--- src/hw/rtl/stc_pkg.sv ---
// Shared widths, codes and reset values of the solar tracker step controller.
package stc_pkg;

    localparam int unsigned STEP_W    = 8;
    localparam int unsigned LUX_W     = 16;
    localparam int unsigned SUM_W     = LUX_W + 1;
    localparam int unsigned MV_W      = 15;
    localparam int unsigned ROLL_W    = 16;
    localparam int unsigned ERR_W     = 16;
    localparam int unsigned STATUS_W  = 4;
    localparam int unsigned OP_W      = 2;
    localparam int unsigned CFG_IDX_W = 3;
    localparam int unsigned CFG_DAT_W = 17;
    localparam int unsigned IN_DATA_W = 64;
    localparam int unsigned OUT_DATA_W = 32;

    // Divider: quotient of (diff << 15) / sum
    localparam int unsigned DIV_Q_W   = 16;
    localparam int unsigned DIV_R_W   = SUM_W + 1;

    localparam logic [STEP_W-1:0] MAX_STEPS_DEF  = 8'd200;
    localparam logic [STEP_W-1:0] HOME_STEPS_DEF = 8'd20;

    typedef logic signed [ERR_W-1:0] q15_t;

    // Opcodes
    localparam logic [OP_W-1:0] OP_TICK  = 2'd0;
    localparam logic [OP_W-1:0] OP_TRACK = 2'd1;
    localparam logic [OP_W-1:0] OP_CHECK = 2'd2;

    // Status codes
    localparam logic [STATUS_W-1:0] ST_HOMING    = 4'd0;
    localparam logic [STATUS_W-1:0] ST_ALIGNED   = 4'd1;
    localparam logic [STATUS_W-1:0] ST_DARK      = 4'd2;
    localparam logic [STATUS_W-1:0] ST_LIMIT     = 4'd3;
    localparam logic [STATUS_W-1:0] ST_WAIT      = 4'd4;
    localparam logic [STATUS_W-1:0] ST_STABLE    = 4'd5;
    localparam logic [STATUS_W-1:0] ST_DEADZONE  = 4'd6;
    localparam logic [STATUS_W-1:0] ST_MOVING    = 4'd7;
    localparam logic [STATUS_W-1:0] ST_EFFECTIVE = 4'd8;
    localparam logic [STATUS_W-1:0] ST_REVERTED  = 4'd9;
    localparam logic [STATUS_W-1:0] ST_BUSY      = 4'd10;
    localparam logic [STATUS_W-1:0] ST_NOCHECK   = 4'd11;

    // Register indexes
    localparam logic [CFG_IDX_W-1:0] CFG_GAIN      = 3'd0;
    localparam logic [CFG_IDX_W-1:0] CFG_DEADZONE  = 3'd1;
    localparam logic [CFG_IDX_W-1:0] CFG_CHANGE    = 3'd2;
    localparam logic [CFG_IDX_W-1:0] CFG_MIN_VGAIN = 3'd3;
    localparam logic [CFG_IDX_W-1:0] CFG_ROLL_LIM  = 3'd4;
    localparam logic [CFG_IDX_W-1:0] CFG_HOME_TOL  = 3'd5;
    localparam logic [CFG_IDX_W-1:0] CFG_INTERVAL  = 3'd6;
    localparam logic [CFG_IDX_W-1:0] CFG_NIGHT_LUX = 3'd7;

    // Register reset values
    localparam logic [15:0] GAIN_RST      = 16'd800;
    localparam logic [14:0] DEADZONE_RST  = 15'd1638;
    localparam logic [14:0] CHANGE_RST    = 15'd3277;
    localparam logic [14:0] MIN_VGAIN_RST = 15'd50;
    localparam logic [14:0] ROLL_LIM_RST  = 15'd4500;
    localparam logic [14:0] HOME_TOL_RST  = 15'd100;
    localparam logic [15:0] INTERVAL_RST  = 16'd600;
    localparam logic [16:0] NIGHT_LUX_RST = 17'd50;

endpackage

--- src/hw/rtl/stc_div.sv ---
// Restoring serial divider: one quotient bit per cycle for the lux error ratio.
module stc_div (
    input  logic                          aclk,
    input  logic                          aresetn,
    input  logic                          start,
    input  logic [stc_pkg::LUX_W-1:0]     dividend,
    input  logic [stc_pkg::SUM_W-1:0]     divisor,
    output logic                          done,
    output logic [stc_pkg::DIV_Q_W-1:0]   quotient
);
    import stc_pkg::*;

    localparam int unsigned CNT_W = $clog2(DIV_Q_W);

    logic                 busy_reg;
    logic                 done_reg;
    logic [CNT_W-1:0]     cnt_reg;
    logic [DIV_R_W-1:0]   rem_reg;
    logic [DIV_Q_W-1:0]   quot_reg;
    logic                 q_bit;
    logic [DIV_R_W-1:0]   rem_sub;

    assign q_bit   = rem_reg >= {1'b0, divisor};
    assign rem_sub = q_bit ? rem_reg - {1'b0, divisor} : rem_reg;

    always_ff @(posedge aclk) begin
        if (!aresetn) begin
            busy_reg <= 1'b0;
            done_reg <= 1'b0;
            cnt_reg  <= '0;
        end else begin
            done_reg <= 1'b0;
            if (start) begin
                busy_reg <= 1'b1;
                cnt_reg  <= CNT_W'(DIV_Q_W - 1);
            end else if (busy_reg) begin
                cnt_reg <= cnt_reg - 1'b1;
                if (cnt_reg == '0) begin
                    busy_reg <= 1'b0;
                    done_reg <= 1'b1;
                end
            end
        end
    end

    // Remainder stays below twice the divisor, so the shift never overflows.
    always_ff @(posedge aclk) begin
        if (start) begin
            rem_reg  <= {2'b00, dividend};
            quot_reg <= '0;
        end else if (busy_reg) begin
            rem_reg  <= {rem_sub[DIV_R_W-2:0], 1'b0};
            quot_reg <= {quot_reg[DIV_Q_W-2:0], q_bit};
        end
    end

    assign done     = done_reg;
    assign quotient = quot_reg;

endmodule

--- src/hw/rtl/solar_tracker_step_controller.sv ---
// Solar tracker step controller top level: sequencer, state and output register.
// A tracking sample that runs the divider passes S_EVAL, S_DIV, S_CHK, S_MUL, S_MOVE, S_FIN
// (S_CHK goes to S_FIN when stable or in the deadzone); in S_DIV the divider forms 16 quotient
// bits, then pulses done. Post-move samples and early-exit tracking samples go S_EVAL to S_FIN;
// S_FIN waits for a free output. One item is in flight at a time; s_tready returns with m_tvalid.
// aresetn (synchronous, active low) restores register defaults and clears tracker state.
module solar_tracker_step_controller #(
    parameter logic [stc_pkg::STEP_W-1:0] MAX_STEPS  = stc_pkg::MAX_STEPS_DEF,
    parameter logic [stc_pkg::STEP_W-1:0] HOME_STEPS = stc_pkg::HOME_STEPS_DEF
) (
    input  logic                              aclk,
    input  logic                              aresetn,
    input  logic                              s_tvalid,
    output logic                              s_tready,
    // left_lux[15:0], right_lux[31:16], bus_mv[46:32], roll_cdeg[62:47], zero[63]
    input  logic [stc_pkg::IN_DATA_W-1:0]     s_tdata,
    // opcode[1:0]
    input  logic [stc_pkg::OP_W-1:0]          s_tuser,
    output logic                              m_tvalid,
    input  logic                              m_tready,
    // move[0], step_count[8:1], direction[9], error_q15[25:10], zero[31:26]
    output logic [stc_pkg::OUT_DATA_W-1:0]    m_tdata,
    // status[3:0]
    output logic [stc_pkg::STATUS_W-1:0]      m_tuser,
    input  logic                              cfg_valid,
    output logic                              cfg_ready,
    input  logic [stc_pkg::CFG_IDX_W-1:0]     cfg_index,
    input  logic [stc_pkg::CFG_DAT_W-1:0]     cfg_data
);
    import stc_pkg::*;

    localparam logic [2:0] S_IDLE = 3'd0;
    localparam logic [2:0] S_EVAL = 3'd1;
    localparam logic [2:0] S_DIV  = 3'd2;
    localparam logic [2:0] S_CHK  = 3'd3;
    localparam logic [2:0] S_MUL  = 3'd4;
    localparam logic [2:0] S_MOVE = 3'd5;
    localparam logic [2:0] S_FIN  = 3'd6;

    logic [2:0] state_reg, state_next;

    // Configuration
    logic [15:0] gain_reg;
    logic [14:0] deadzone_reg;
    logic [14:0] change_reg;
    logic [14:0] min_vgain_reg;
    logic [14:0] roll_lim_reg;
    logic [14:0] home_tol_reg;
    logic [15:0] interval_reg;
    logic [16:0] night_lux_reg;

    // Tracker state
    logic              aligned_reg;
    q15_t              last_error_reg;
    logic [15:0]       ssm_reg;
    logic              pending_reg;
    logic [STEP_W-1:0] pend_steps_reg;
    logic              pend_dir_reg;
    q15_t              pend_err_reg;
    logic [MV_W-1:0]   volt_before_reg;

    // Captured item
    logic [OP_W-1:0]   op_reg;
    logic [LUX_W-1:0]  left_reg;
    logic [LUX_W-1:0]  right_reg;
    logic [MV_W-1:0]   bus_reg;
    logic [ROLL_W-1:0] roll_reg;

    // Working values
    q15_t              err_reg;
    logic [ERR_W-1:0]  err_abs_reg;
    logic [31:0]       prod_reg;

    // Staged result
    logic                res_move_reg;
    logic [STEP_W-1:0]   res_steps_reg;
    logic                res_dir_reg;
    logic [STATUS_W-1:0] res_status_reg;
    q15_t                res_err_reg;

    // Output register
    logic                  m_valid_reg;
    logic [OUT_DATA_W-1:0] m_data_reg;
    logic [STATUS_W-1:0]   m_user_reg;

    logic                 in_beat;
    logic [SUM_W-1:0]     lux_sum;
    logic [LUX_W-1:0]     lux_diff;
    logic                 right_ge;
    logic [ROLL_W-1:0]    roll_abs;
    logic                 roll_pos;
    logic signed [MV_W:0] volt_rise;
    logic                 volt_short;
    logic                 div_start;
    logic                 div_done;
    logic [DIV_Q_W-1:0]   div_quot;
    q15_t                 err_calc;
    logic [ERR_W:0]       err_delta;
    logic [ERR_W:0]       err_delta_abs;
    logic [ERR_W-1:0]     err_calc_abs;
    logic                 is_stable;
    logic                 is_deadzone;
    logic [16:0]          prod_steps;
    logic [STEP_W-1:0]    move_steps;
    logic                 move_dir;
    logic                 out_free;

    assign in_beat  = s_tvalid && s_tready;
    assign s_tready = state_reg == S_IDLE;
    assign cfg_ready = 1'b1;

    assign lux_sum  = {1'b0, left_reg} + {1'b0, right_reg};
    assign right_ge = right_reg >= left_reg;
    assign lux_diff = right_ge ? right_reg - left_reg : left_reg - right_reg;
    assign roll_abs = roll_reg[ROLL_W-1] ? (~roll_reg + 1'b1) : roll_reg;
    assign roll_pos = !roll_reg[ROLL_W-1] && (roll_reg != '0);
    assign volt_rise  = $signed({1'b0, bus_reg}) - $signed({1'b0, volt_before_reg});
    assign volt_short = volt_rise < $signed({1'b0, min_vgain_reg});

    assign div_start = (state_reg == S_EVAL) && (op_reg == OP_TRACK) && !pending_reg
                       && aligned_reg && (lux_sum >= night_lux_reg)
                       && ({1'b0, roll_abs} <= {2'b00, roll_lim_reg})
                       && (ssm_reg >= interval_reg);

    stc_div u_div (
        .aclk     (aclk),
        .aresetn  (aresetn),
        .start    (div_start),
        .dividend (lux_diff),
        .divisor  (lux_sum),
        .done     (div_done),
        .quotient (div_quot)
    );

    // Sign and clamp the quotient; an all-dark pair gives zero error.
    always_comb begin
        if (lux_sum == '0) begin
            err_calc = '0;
        end else if (right_ge) begin
            err_calc = div_quot[DIV_Q_W-1] ? q15_t'(16'sh7FFF) : q15_t'(div_quot);
        end else begin
            err_calc = q15_t'(~div_quot + 1'b1);
        end
    end

    assign err_delta     = {err_calc[ERR_W-1], err_calc}
                           - {last_error_reg[ERR_W-1], last_error_reg};
    assign err_delta_abs = err_delta[ERR_W] ? (~err_delta + 1'b1) : err_delta;
    assign err_calc_abs  = err_calc[ERR_W-1] ? (~err_calc + 1'b1) : err_calc;
    assign is_stable     = err_delta_abs < {2'b00, change_reg};
    assign is_deadzone   = err_calc_abs < {1'b0, deadzone_reg};

    assign prod_steps = prod_reg[31:15];
    assign move_steps = (prod_steps > {9'd0, MAX_STEPS}) ? MAX_STEPS
                                                          : prod_steps[STEP_W-1:0];
    assign move_dir   = !err_reg[ERR_W-1] && (err_reg != '0);

    assign out_free = !m_valid_reg || m_tready;

    always_comb begin
        state_next = state_reg;
        unique case (state_reg)
            S_IDLE: begin
                if (in_beat) begin
                    state_next = S_EVAL;
                end
            end
            S_EVAL: begin
                if (div_start) begin
                    state_next = S_DIV;
                end else if (op_reg == OP_TRACK || op_reg == OP_CHECK) begin
                    state_next = S_FIN;
                end else begin
                    state_next = S_IDLE;
                end
            end
            S_DIV: begin
                if (div_done) begin
                    state_next = S_CHK;
                end
            end
            S_CHK: begin
                state_next = (is_stable || is_deadzone) ? S_FIN : S_MUL;
            end
            S_MUL: begin
                state_next = S_MOVE;
            end
            S_MOVE: begin
                state_next = S_FIN;
            end
            S_FIN: begin
                if (out_free) begin
                    state_next = S_IDLE;
                end
            end
            default: begin
                state_next = S_IDLE;
            end
        endcase
    end

    // Control, configuration and tracker state
    always_ff @(posedge aclk) begin
        if (!aresetn) begin
            state_reg       <= S_IDLE;
            m_valid_reg     <= 1'b0;
            gain_reg        <= GAIN_RST;
            deadzone_reg    <= DEADZONE_RST;
            change_reg      <= CHANGE_RST;
            min_vgain_reg   <= MIN_VGAIN_RST;
            roll_lim_reg    <= ROLL_LIM_RST;
            home_tol_reg    <= HOME_TOL_RST;
            interval_reg    <= INTERVAL_RST;
            night_lux_reg   <= NIGHT_LUX_RST;
            aligned_reg     <= 1'b0;
            last_error_reg  <= '0;
            ssm_reg         <= '0;
            pending_reg     <= 1'b0;
            pend_steps_reg  <= '0;
            pend_dir_reg    <= 1'b0;
            pend_err_reg    <= '0;
            volt_before_reg <= '0;
        end else begin
            state_reg <= state_next;

            if (cfg_valid && cfg_ready) begin
                unique case (cfg_index)
                    CFG_GAIN:      gain_reg      <= cfg_data[15:0];
                    CFG_DEADZONE:  deadzone_reg  <= cfg_data[14:0];
                    CFG_CHANGE:    change_reg    <= cfg_data[14:0];
                    CFG_MIN_VGAIN: min_vgain_reg <= cfg_data[14:0];
                    CFG_ROLL_LIM:  roll_lim_reg  <= cfg_data[14:0];
                    CFG_HOME_TOL:  home_tol_reg  <= cfg_data[14:0];
                    CFG_INTERVAL:  interval_reg  <= cfg_data[15:0];
                    CFG_NIGHT_LUX: night_lux_reg <= cfg_data;
                    default: ;
                endcase
            end

            if (state_reg == S_EVAL) begin
                case (op_reg)
                    OP_TICK: begin
                        if (ssm_reg != 16'hFFFF) begin
                            ssm_reg <= ssm_reg + 1'b1;
                        end
                    end
                    OP_CHECK: begin
                        if (pending_reg) begin
                            pending_reg <= 1'b0;
                            if (!volt_short) begin
                                last_error_reg <= pend_err_reg;
                                ssm_reg        <= '0;
                            end
                        end
                    end
                    OP_TRACK: begin
                        if (!pending_reg && !aligned_reg
                            && ({1'b0, roll_abs} <= {2'b00, home_tol_reg})) begin
                            aligned_reg <= 1'b1;
                            ssm_reg     <= '0;
                        end
                    end
                    default: ;
                endcase
            end

            if (state_reg == S_MOVE) begin
                pending_reg     <= 1'b1;
                pend_steps_reg  <= move_steps;
                pend_dir_reg    <= move_dir;
                pend_err_reg    <= err_reg;
                volt_before_reg <= bus_reg;
            end

            // Hold the result until the sink takes the beat.
            if (state_reg == S_FIN && out_free) begin
                m_valid_reg <= 1'b1;
            end else if (m_tready) begin
                m_valid_reg <= 1'b0;
            end
        end
    end

    // Payload registers
    always_ff @(posedge aclk) begin
        if (in_beat) begin
            op_reg    <= s_tuser;
            left_reg  <= s_tdata[15:0];
            right_reg <= s_tdata[31:16];
            bus_reg   <= s_tdata[46:32];
            roll_reg  <= s_tdata[62:47];
        end

        if (state_reg == S_EVAL) begin
            res_move_reg   <= 1'b0;
            res_steps_reg  <= '0;
            res_dir_reg    <= 1'b0;
            res_err_reg    <= '0;
            res_status_reg <= ST_NOCHECK;
            if (op_reg == OP_CHECK) begin
                if (pending_reg && volt_short) begin
                    res_move_reg   <= 1'b1;
                    res_steps_reg  <= pend_steps_reg;
                    res_dir_reg    <= !pend_dir_reg;
                    res_status_reg <= ST_REVERTED;
                    res_err_reg    <= pend_err_reg;
                end else if (pending_reg) begin
                    res_status_reg <= ST_EFFECTIVE;
                    res_err_reg    <= pend_err_reg;
                end
            end else if (pending_reg) begin
                res_status_reg <= ST_BUSY;
            end else if (!aligned_reg) begin
                if ({1'b0, roll_abs} <= {2'b00, home_tol_reg}) begin
                    res_status_reg <= ST_ALIGNED;
                end else begin
                    res_move_reg   <= 1'b1;
                    res_steps_reg  <= HOME_STEPS;
                    res_dir_reg    <= roll_pos;
                    res_status_reg <= ST_HOMING;
                end
            end else if (lux_sum < night_lux_reg) begin
                res_status_reg <= ST_DARK;
            end else if ({1'b0, roll_abs} > {2'b00, roll_lim_reg}) begin
                res_status_reg <= ST_LIMIT;
            end else begin
                res_status_reg <= ST_WAIT;
            end
        end

        if (state_reg == S_CHK) begin
            err_reg        <= err_calc;
            err_abs_reg    <= err_calc_abs;
            res_err_reg    <= err_calc;
            res_status_reg <= is_stable ? ST_STABLE : ST_DEADZONE;
        end

        if (state_reg == S_MUL) begin
            prod_reg <= {16'd0, err_abs_reg} * {16'd0, gain_reg};
        end

        if (state_reg == S_MOVE) begin
            res_move_reg   <= 1'b1;
            res_steps_reg  <= move_steps;
            res_dir_reg    <= move_dir;
            res_status_reg <= ST_MOVING;
            res_err_reg    <= err_reg;
        end

        if (state_reg == S_FIN && out_free) begin
            m_data_reg <= {6'd0, res_err_reg, res_dir_reg, res_steps_reg, res_move_reg};
            m_user_reg <= res_status_reg;
        end
    end

    assign m_tvalid = m_valid_reg;
    assign m_tdata  = m_data_reg;
    assign m_tuser  = m_user_reg;

endmodule

--- config.mk ---
export PLATFORM = sky130hd
export DESIGN_NAME = solar_tracker_step_controller
export DESIGN_NICKNAME = d
export VERILOG_FILES = /design/src/hw/rtl/stc_pkg.sv /design/src/hw/rtl/stc_div.sv /design/src/hw/rtl/solar_tracker_step_controller.sv
export SDC_FILE = /design/constraint.sdc
export NUM_CORES = 2
export LEC_CHECK = 0
export BUFFER_PORTS_ARGS = -buffer_cell sky130_fd_sc_hd__buf_2
export CAP_MARGIN = 40
export CORE_ASPECT_RATIO = 0.75
export CORE_MARGIN = 5
export CORE_UTILIZATION = 64
export CTS_CLUSTER_SIZE = 40
export DETAILED_ROUTE_END_ITERATION = 10
export GPL_TIMING_DRIVEN = 0
export PLACE_DENSITY = 0.82
export SYNTH_ARGS = -nofsm -noshare
export SYNTH_HDL_FRONTEND = slang
export SYNTH_SLANG_ARGS = --single-unit
--- constraint.sdc ---
create_clock -name aclk -period 7.5 [get_ports aclk]
set_input_delay 0.375 -clock aclk [delete_from_list [all_inputs] [get_ports aclk]]
set_output_delay 0.375 -clock aclk [all_outputs]
set_load 0.01 [all_outputs]
; ---- Word-level counts from Yosys, hierarchy flattened
; Index checks and enable logic that the tools add are counted.
[word_totals]
mem_count = 0
latch_bits = 0
in_bits = 91
mem_bits_ro = 0
register_bits = 431
mem_bits_rw = 0
[classes]
n_reduce_logical = 50
n_mux = 70
mul = 1
eq_ne = 23
addsub = 12
shift = 0
bitwise = 7
div = 0
magnitude_cmp = 12
[op_table]
columns = cell, n
row1 = two-way mux 16 bit, 17
row2 = adder 16 x 1 -> 16 bit (second input constant), 4
row3 = NOT 16 bit, 3
row4 = one-hot mux 16 bit (3 select lines), 1
row5 = two-way mux 8 bit, 5
row6 = two-way mux 17 bit, 2
row7 = greater-or-equal comparator 16 bit, 2
row8 = <= comparator 16 x 15 -> 1 bit, 2
row9 = multiplier 16 x 16 -> 32 bit, 1
row10 = nonzero test 16 bit, 2
row11 = subtractor 16 bit, 2
row12 = two-way mux 4 bit, 7
row13 = two-way mux 1 bit, 22
row14 = == test 3 bit (second input constant), 7
row15 = two-way mux 3 bit, 7
row16 = one-hot mux 3 bit (7 select lines), 1
row17 = greater-or-equal comparator 18 x 17 -> 1 bit, 1
row18 = AND reduction 2 bit, 9
row19 = adder 16 x 16 -> 17 bit, 1
row20 = adder 17 x 1 -> 17 bit (second input constant), 1
row21 = greater-or-equal comparator 17 bit, 1
row22 = > comparator 17 x 8 -> 1 bit (second input constant), 1
row23 = logical NOT 17 bit, 1
row24 = < comparator 17 x 15 -> 1 bit, 1
row25 = 32 further kinds, 74

; ---- Depth between registers and ports, before layout
[depth]
word_depth = 12
ltp_mapped = 34

; ---- Hierarchy
; From an unflattened synthesis, not the netlist that was laid out.
[hier_totals]
hier_cells = 3593
area_unflattened_um2 = 32444.9
[modules_own_cells]
columns = module, cells_per_inst, n_inst, seq_area_each_um2, area_per_inst_um2
row1 = solar_tracker_step_controller, 3280, 1, 9188.8, 29694.7
row2 = stc_div, 313, 1, 960.9, 2750.1

; ---- Worst setup path after synthesis
; Ideal clock, no wire load.
[synth_path]
path_kind = register to register
from = register left_reg[1]
to = register res_status_reg[1]
setup_time_ns = 0.119
arrival_ns = 6.354
period_less_slack_ns = 6.473
slack_ns = 1.027
path_stages_with_launch = 31
path_cell_list = edfxtp_1 inv_1 fa_1 o21bai_1 a2111oi_0 o31ai_1 xnor2_1 nor4_1 nand4_1 nor4_1 and4_4 or2_2 ha_1 inv_1 fa_1 a211oi_1 o21ai_0 nand2_1 a21oi_1 a311oi_1 a31o_2 clkbuf_1 o21ai_0 xnor2_1 ha_1 a2111oi_0 o21ai_0 a31o_2 a21oi_1 o31ai_2 o221a_2
[synth_via]
elab_chain_cells = 10
elab_cells_between_ends = 18
classes_between = add/sub: 3 / order compare: 3 / mux: 10 / bitwise: 1 / reduce/logical: 1
[synth_rtl]
columns = item, line_no
row1 = start: declaration, solar_tracker_step_controller.sv:64  ; logic [LUX_W-1:0] left_reg;
row2 = start signal: assignment, solar_tracker_step_controller.sv:288  ; left_reg <= s_tdata[15:0];
row3 = adder 16 x 16 -> 17 bit or greater-or-equal comparator 16 bit (tied branches), "solar_tracker_step_controller.sv:112, solar_tracker_step_controller.sv:113"
row4 = logical NOT 17 bit or two-way mux 16 bit (tied branches), "solar_tracker_step_controller.sv:137, solar_tracker_step_controller.sv:139"
row5 = two-way mux 16 bit, solar_tracker_step_controller.sv:137  ; if (lux_sum == '0) begin
row6 = subtractor 16 x 16 -> 17 bit, solar_tracker_step_controller.sv:147  ; - {last_error_reg[ERR_W-1], last_error_reg};
row7 = NOT 17 bit, solar_tracker_step_controller.sv:148  ; assign err_delta_abs = err_delta[ERR_W] ? (~err_delta + 1'b1) : err_delta;
row8 = adder 17 x 1 -> 17 bit, solar_tracker_step_controller.sv:148
row9 = two-way mux 17 bit, solar_tracker_step_controller.sv:148
row10 = < comparator 17 x 15 -> 1 bit, solar_tracker_step_controller.sv:150  ; assign is_stable = err_delta_abs < {2'b00, change_reg};
row11 = two-way mux 2 bit, solar_tracker_step_controller.sv:335  ; res_status_reg <= is_stable ? ST_STABLE : ST_DEADZONE;
row12 = two-way mux 4 bit (*), solar_tracker_step_controller.sv:331  ; if (state_reg == S_CHK) begin
row13 = end signal: assignment, solar_tracker_step_controller.sv:335
row14 = end: declaration, solar_tracker_step_controller.sv:78  ; logic [STATUS_W-1:0] res_status_reg;
; Mark *: on every way between the ends. The rest lies on a longest branch, timed or not. The select of a mux whose other input is x is not followed.
; A chain may end at the register's enable or synchronous reset.

; ---- Final worst setup path
[layout_path]
from = register right_reg[4]
to = register state_reg[1]
[layout_via]
elab_chain_cells = 11
elab_cells_between_ends = 22
classes_between = add/sub: 4 / order compare: 4 / mux: 7 / bitwise: 2 / reduce/logical: 5
[layout_rtl]
columns = item, line_no
row1 = start: declaration, solar_tracker_step_controller.sv:65  ; logic [LUX_W-1:0] right_reg;
row2 = start signal: assignment, solar_tracker_step_controller.sv:289  ; right_reg <= s_tdata[31:16];
row3 = adder 16 x 16 -> 17 bit or greater-or-equal comparator 16 bit (tied branches), "solar_tracker_step_controller.sv:112, solar_tracker_step_controller.sv:113"
row4 = logical NOT 17 bit or two-way mux 16 bit (tied branches), "solar_tracker_step_controller.sv:137, solar_tracker_step_controller.sv:139"
row5 = two-way mux 16 bit (*), solar_tracker_step_controller.sv:137
row6 = net err_calc[5], solar_tracker_step_controller.sv:97  ; q15_t err_calc;
row7 = subtractor 16 x 16 -> 17 bit, solar_tracker_step_controller.sv:147
row8 = NOT 17 bit, solar_tracker_step_controller.sv:148
row9 = adder 17 x 1 -> 17 bit, solar_tracker_step_controller.sv:148
row10 = two-way mux 17 bit, solar_tracker_step_controller.sv:148
row11 = < comparator 17 x 15 -> 1 bit, solar_tracker_step_controller.sv:150
row12 = logical OR 1 bit (*), solar_tracker_step_controller.sv:183  ; state_next = (is_stable || is_deadzone) ? S_FIN : S_MUL;
row13 = two-way mux 2 bit (*), solar_tracker_step_controller.sv:183
row14 = one-hot mux 3 bit (7 select lines) (*), solar_tracker_step_controller.sv:162  ; unique case (state_reg)
row15 = end signal: assignment, solar_tracker_step_controller.sv:224  ; state_reg <= state_next;
row16 = end: declaration, solar_tracker_step_controller.sv:40  ; logic [2:0] state_reg, state_next;
; The timed path passes the listed nets; every way through them passes the cells marked *.

==> flow_summary.toml <==
[status]
outcome = "completed"

[sta]
final-setup-viol-count = 0
period_utilization_pct = 95.57
achievable_frequency_mhz = 139.5
hold_slack_ns = 0.1044
final.setup_skew_ns = 0.02446
layout_min_cycle_time_ns = 7.168
final-max-slew-violation-count = 0
hold_viol = 0
max_slew.worst_pin.slew_ns = 0.9712
slew-limit-headroom_pct = 34.72
totalNegativeSetupSlack_ns = 0

[drt]
drt_wl_total_mm = 85.57
drc = 0
routed_wire_length_per_instance_um = 18.98
via_count = 26360
post_drt_via_cell_ratio = 5.846
final_antenna_net_count = 0
initial_drt_pass_iterations = 6
dr.first_iter.drc_count = 2915

[yosys]
syn_area_per_cell_um2 = 8.977
netlist.top_cell.by_area = "sky130_fd_sc_hd__edfxtp_1"
synth.ff_latch_count = 415
synth.top_cell.area_share_pct = 17.16
synth_most_common_cell = "sky130_fd_sc_hd__nand2_1"
post_synth_most_frequent_cells = "564 x sky130_fd_sc_hd__nand2_1, 454 x sky130_fd_sc_hd__inv_1, 311 x sky130_fd_sc_hd__ha_1"
post_synth_inst_count = 3587
synth_enable_flop_cells = 184
synth_cell_types = 91
leading_post_synthesis_cells_by_cell_area = "sky130_fd_sc_hd__edfxtp_1 17%, sky130_fd_sc_hd__dfxtp_1 14%, sky130_fd_sc_hd__fa_1 12%, sky130_fd_sc_hd__ha_1 12%, sky130_fd_sc_hd__nand2_1 6.6%"
synth_async_sr_flop_share_pct = 0
ys.warnings.count = 0
syn_area_um2 = 32200
yosys_most_used_dff = "sky130_fd_sc_hd__dfxtp_1"
portion_of_the_post_synthesis_area_used_by_sequential_elements_pct = 31.52

[critical_path]
crit_family = "compound AO/OA/AOI/OAI gates"
worstPathBufferInverterCount = 3
crit_path_end_kind = "register"
start_kind = "register"
slowest_cell_on_the_critical_path = "sky130_fd_sc_hd__or4_4"
critical_path_required_ns = 8.00
crit_fanout = 10
worst_path_largest_cell_delay_ns = 0.54
worst_ep_arrival_ns = 7.67
cp_common_cell = "sky130_fd_sc_hd__ha_1"
setup.worst_path.class = "register to register"

[pwr]
netSwitchingFraction_pct = 35.18
pwr-share-seq_pct = 34.6
power.density_cell_area_nw_per_um2 = 206.3
vdd_ir_drop_max_mv = 0.2354
power.net_switching_w = 0.002614
internal_power_w = 0.004817
pwr-share-clk_pct = 30.3
fraction_of_power_consumed_by_combinational_cells_pct = 35.2
leakage_nw = 15.61

[floorplan]
core_region_area_um2 = 49930
row_count = 71
die_h_um = 204.3
ioPinCount = 130
fp.dieArea_um2 = 54950
initial_utilization_pct = 64.50
die_w_um = 269.0

[finish]
nFillCells = 3763
postLayoutCellArea_um2 = 36020
largest_register_ffs = 26
num_antenna_cells = 0
fin_nets = 4417
syn2layout_area_growth_pct = 11.86
area_occupied_by_multi_input_gates_um2 = 19740
drive_above_1_share_pct = 8.074
final_util_pct = 72.15
register_area_um2 = 10150

[grt]
number_of_global_route_vias_before_repair = 25360
grt_start_max_net_pins = 66
grt_antenna_before_repair = 4
global_route.overflow_total = 0
global_route_wire_length_before_repair_mm = 136.6
grt_usage_pct = 31.06

[place]
place_hpwl_mm = 64.84
dpl_cell_area_um2 = 33660
port-buffer-count = 102
place_congestion = 0.9689

[cts]
cts.sink_count = 415
cts-buffers-inserted = 44
cts_root_buffer = "sky130_fd_sc_hd__clkbuf_16"
clock_latency_ns = 0.59
largest_buffer_count_on_any_clock_path = 3
tritoncts = "built"
clk_transition_reported_paths_ns = 0.06
h-tree-depth = 2

[min_path]
min-delay-path-class = "primary input to register"

[run]
drv_cap = 0
[worst paths after layout]
check | from | end | slack, ns | cells after the start
worst max register to register | right_reg[4] | state_reg[1] | 0.33 | 27
worst min-delay path | cfg_data[16] | night_lux_reg[16] | 0.10 | 3
worst min register to register | res_err_reg[7] | m_tdata[17] | 0.42 | 0
worst max-delay path | right_reg[4] | state_reg[1] | 0.33 | 27
[cell families after synthesis]
group / after synthesis / synth area share [%]
fa+ha+maj: 510 / 24.46
compound gates: 672 / 14.09
xor+xnor: 126 / 3.427
mux: 45 / 1.410
simple gates: 1180 / 17.20
buf+inv: 637 / 7.868
flops: 415 / 31.52
other cells: 2 / 0.02332
[worst register-to-register path, cell delays in order, from the launching register on]
cell	delay, ns
sky130_fd_sc_hd__edfxtp_1	0.42
sky130_fd_sc_hd__ha_1	0.31
sky130_fd_sc_hd__buf_4	0.18
sky130_fd_sc_hd__or2_2	0.33
sky130_fd_sc_hd__a211oi_4	0.25
sky130_fd_sc_hd__o21bai_2	0.15
sky130_fd_sc_hd__and3_1	0.22
sky130_fd_sc_hd__o31ai_2	0.44
sky130_fd_sc_hd__or4_1	0.19
sky130_fd_sc_hd__and3_4	0.20
sky130_fd_sc_hd__and4_4	0.26
sky130_fd_sc_hd__buf_6	0.15
sky130_fd_sc_hd__buf_2	0.23
sky130_fd_sc_hd__nor2_1	0.10
sky130_fd_sc_hd__ha_1	0.37
sky130_fd_sc_hd__o21ai_0	0.29
sky130_fd_sc_hd__nor2b_4	0.27
sky130_fd_sc_hd__nor2_1	0.09
sky130_fd_sc_hd__a311o_1	0.43
sky130_fd_sc_hd__or4_4	0.55
sky130_fd_sc_hd__o31ai_1	0.25
sky130_fd_sc_hd__xnor2_1	0.17
sky130_fd_sc_hd__ha_1	0.29
sky130_fd_sc_hd__a211oi_1	0.23
sky130_fd_sc_hd__o21ai_0	0.13
sky130_fd_sc_hd__a21oi_1	0.16
sky130_fd_sc_hd__o31ai_2	0.19
sky130_fd_sc_hd__o211ai_1	0.22
[timing repair]
item                                   in CTS  in global routing
endpoints found under the hold margin      65                  0
buffers inserted                            1                  3
setup endpoints to repair                   4                  7
pin swaps                                   1                  5
resized for setup                           7                 44
hold buffers                               65                  0
[cells in the final DEF, fill, tap and decap left out, types with 16 or more instances in the layout]
cell,count
sky130_fd_sc_hd__a211oi_1,27
sky130_fd_sc_hd__a21boi_0,145
sky130_fd_sc_hd__a21o_1,45
sky130_fd_sc_hd__a21oi_1,129
sky130_fd_sc_hd__and2_1,107
sky130_fd_sc_hd__and3_1,22
sky130_fd_sc_hd__buf_2,121
sky130_fd_sc_hd__buf_4,35
sky130_fd_sc_hd__clkbuf_1,128
sky130_fd_sc_hd__clkbuf_16,46
sky130_fd_sc_hd__dfxtp_1,231
sky130_fd_sc_hd__dlygate4sd3_1,65
sky130_fd_sc_hd__edfxtp_1,184
sky130_fd_sc_hd__fa_1,199
sky130_fd_sc_hd__ha_1,310
sky130_fd_sc_hd__inv_1,454
sky130_fd_sc_hd__mux2i_1,42
sky130_fd_sc_hd__nand2_1,564
sky130_fd_sc_hd__nand2b_1,27
sky130_fd_sc_hd__nand3_1,41
sky130_fd_sc_hd__nand4_1,32
sky130_fd_sc_hd__nor2_1,186
sky130_fd_sc_hd__nor2b_1,45
sky130_fd_sc_hd__nor3_1,54
sky130_fd_sc_hd__o211ai_1,53
sky130_fd_sc_hd__o21a_1,19
sky130_fd_sc_hd__o21ai_0,108
sky130_fd_sc_hd__o21bai_1,16
sky130_fd_sc_hd__or3_1,16
sky130_fd_sc_hd__xnor2_1,90
sky130_fd_sc_hd__xor2_1,32
[final cells by class]
class	instances	area share, %
multi-input cells	2540	54.81
flip-flops and latches	415	28.18
inverters	455	4.742
repair buffers	180	3.561
clock buffers	61	3.547
plain buffers	180	2.300
well taps	657	2.282
clock inverters	21	0.5836
[power by group through the flow]
stage	Clock (W)	Combinational, W	Sequential, W
final	0.00225	0.00261	0.00257
after global routing	0.00237	0.00289	0.00257
after CTS	0.00227	0.00251	0.00256
after detailed placement	0	0.00244	0.00261
after global placement	0	0.00237	0.00261
after floorplan	0	0.00180	0.00259
[stage by stage]
step / cells / power (W) / worst slack (ns)
after floorplan: 3592 / 0.004391 / 1.027
after global placement: 4351 / 0.004986 / -0.4786
after detailed placement: 4360 / 0.005055 / -0.5291
after CTS: 4506 / 0.007337 / 0.05807
after global routing: 4509 / 0.007834 / -0.01943
final: 4509 / 0.007431 / 0.3321
[per-layer routing]
metal | track usage, % | up-vias | part of all wire (%)
met3 | 5.368 | 167 | 9.4
met4 | 8.332 | 2 | 2.8
li1 | - | 12470 | -
met2 | 47.72 | 1171 | 44
met5 | 0 | - | 0.0082
met1 | 45.83 | 12550 | 44
Note: power is estimated with default switching activity, not from simulation.
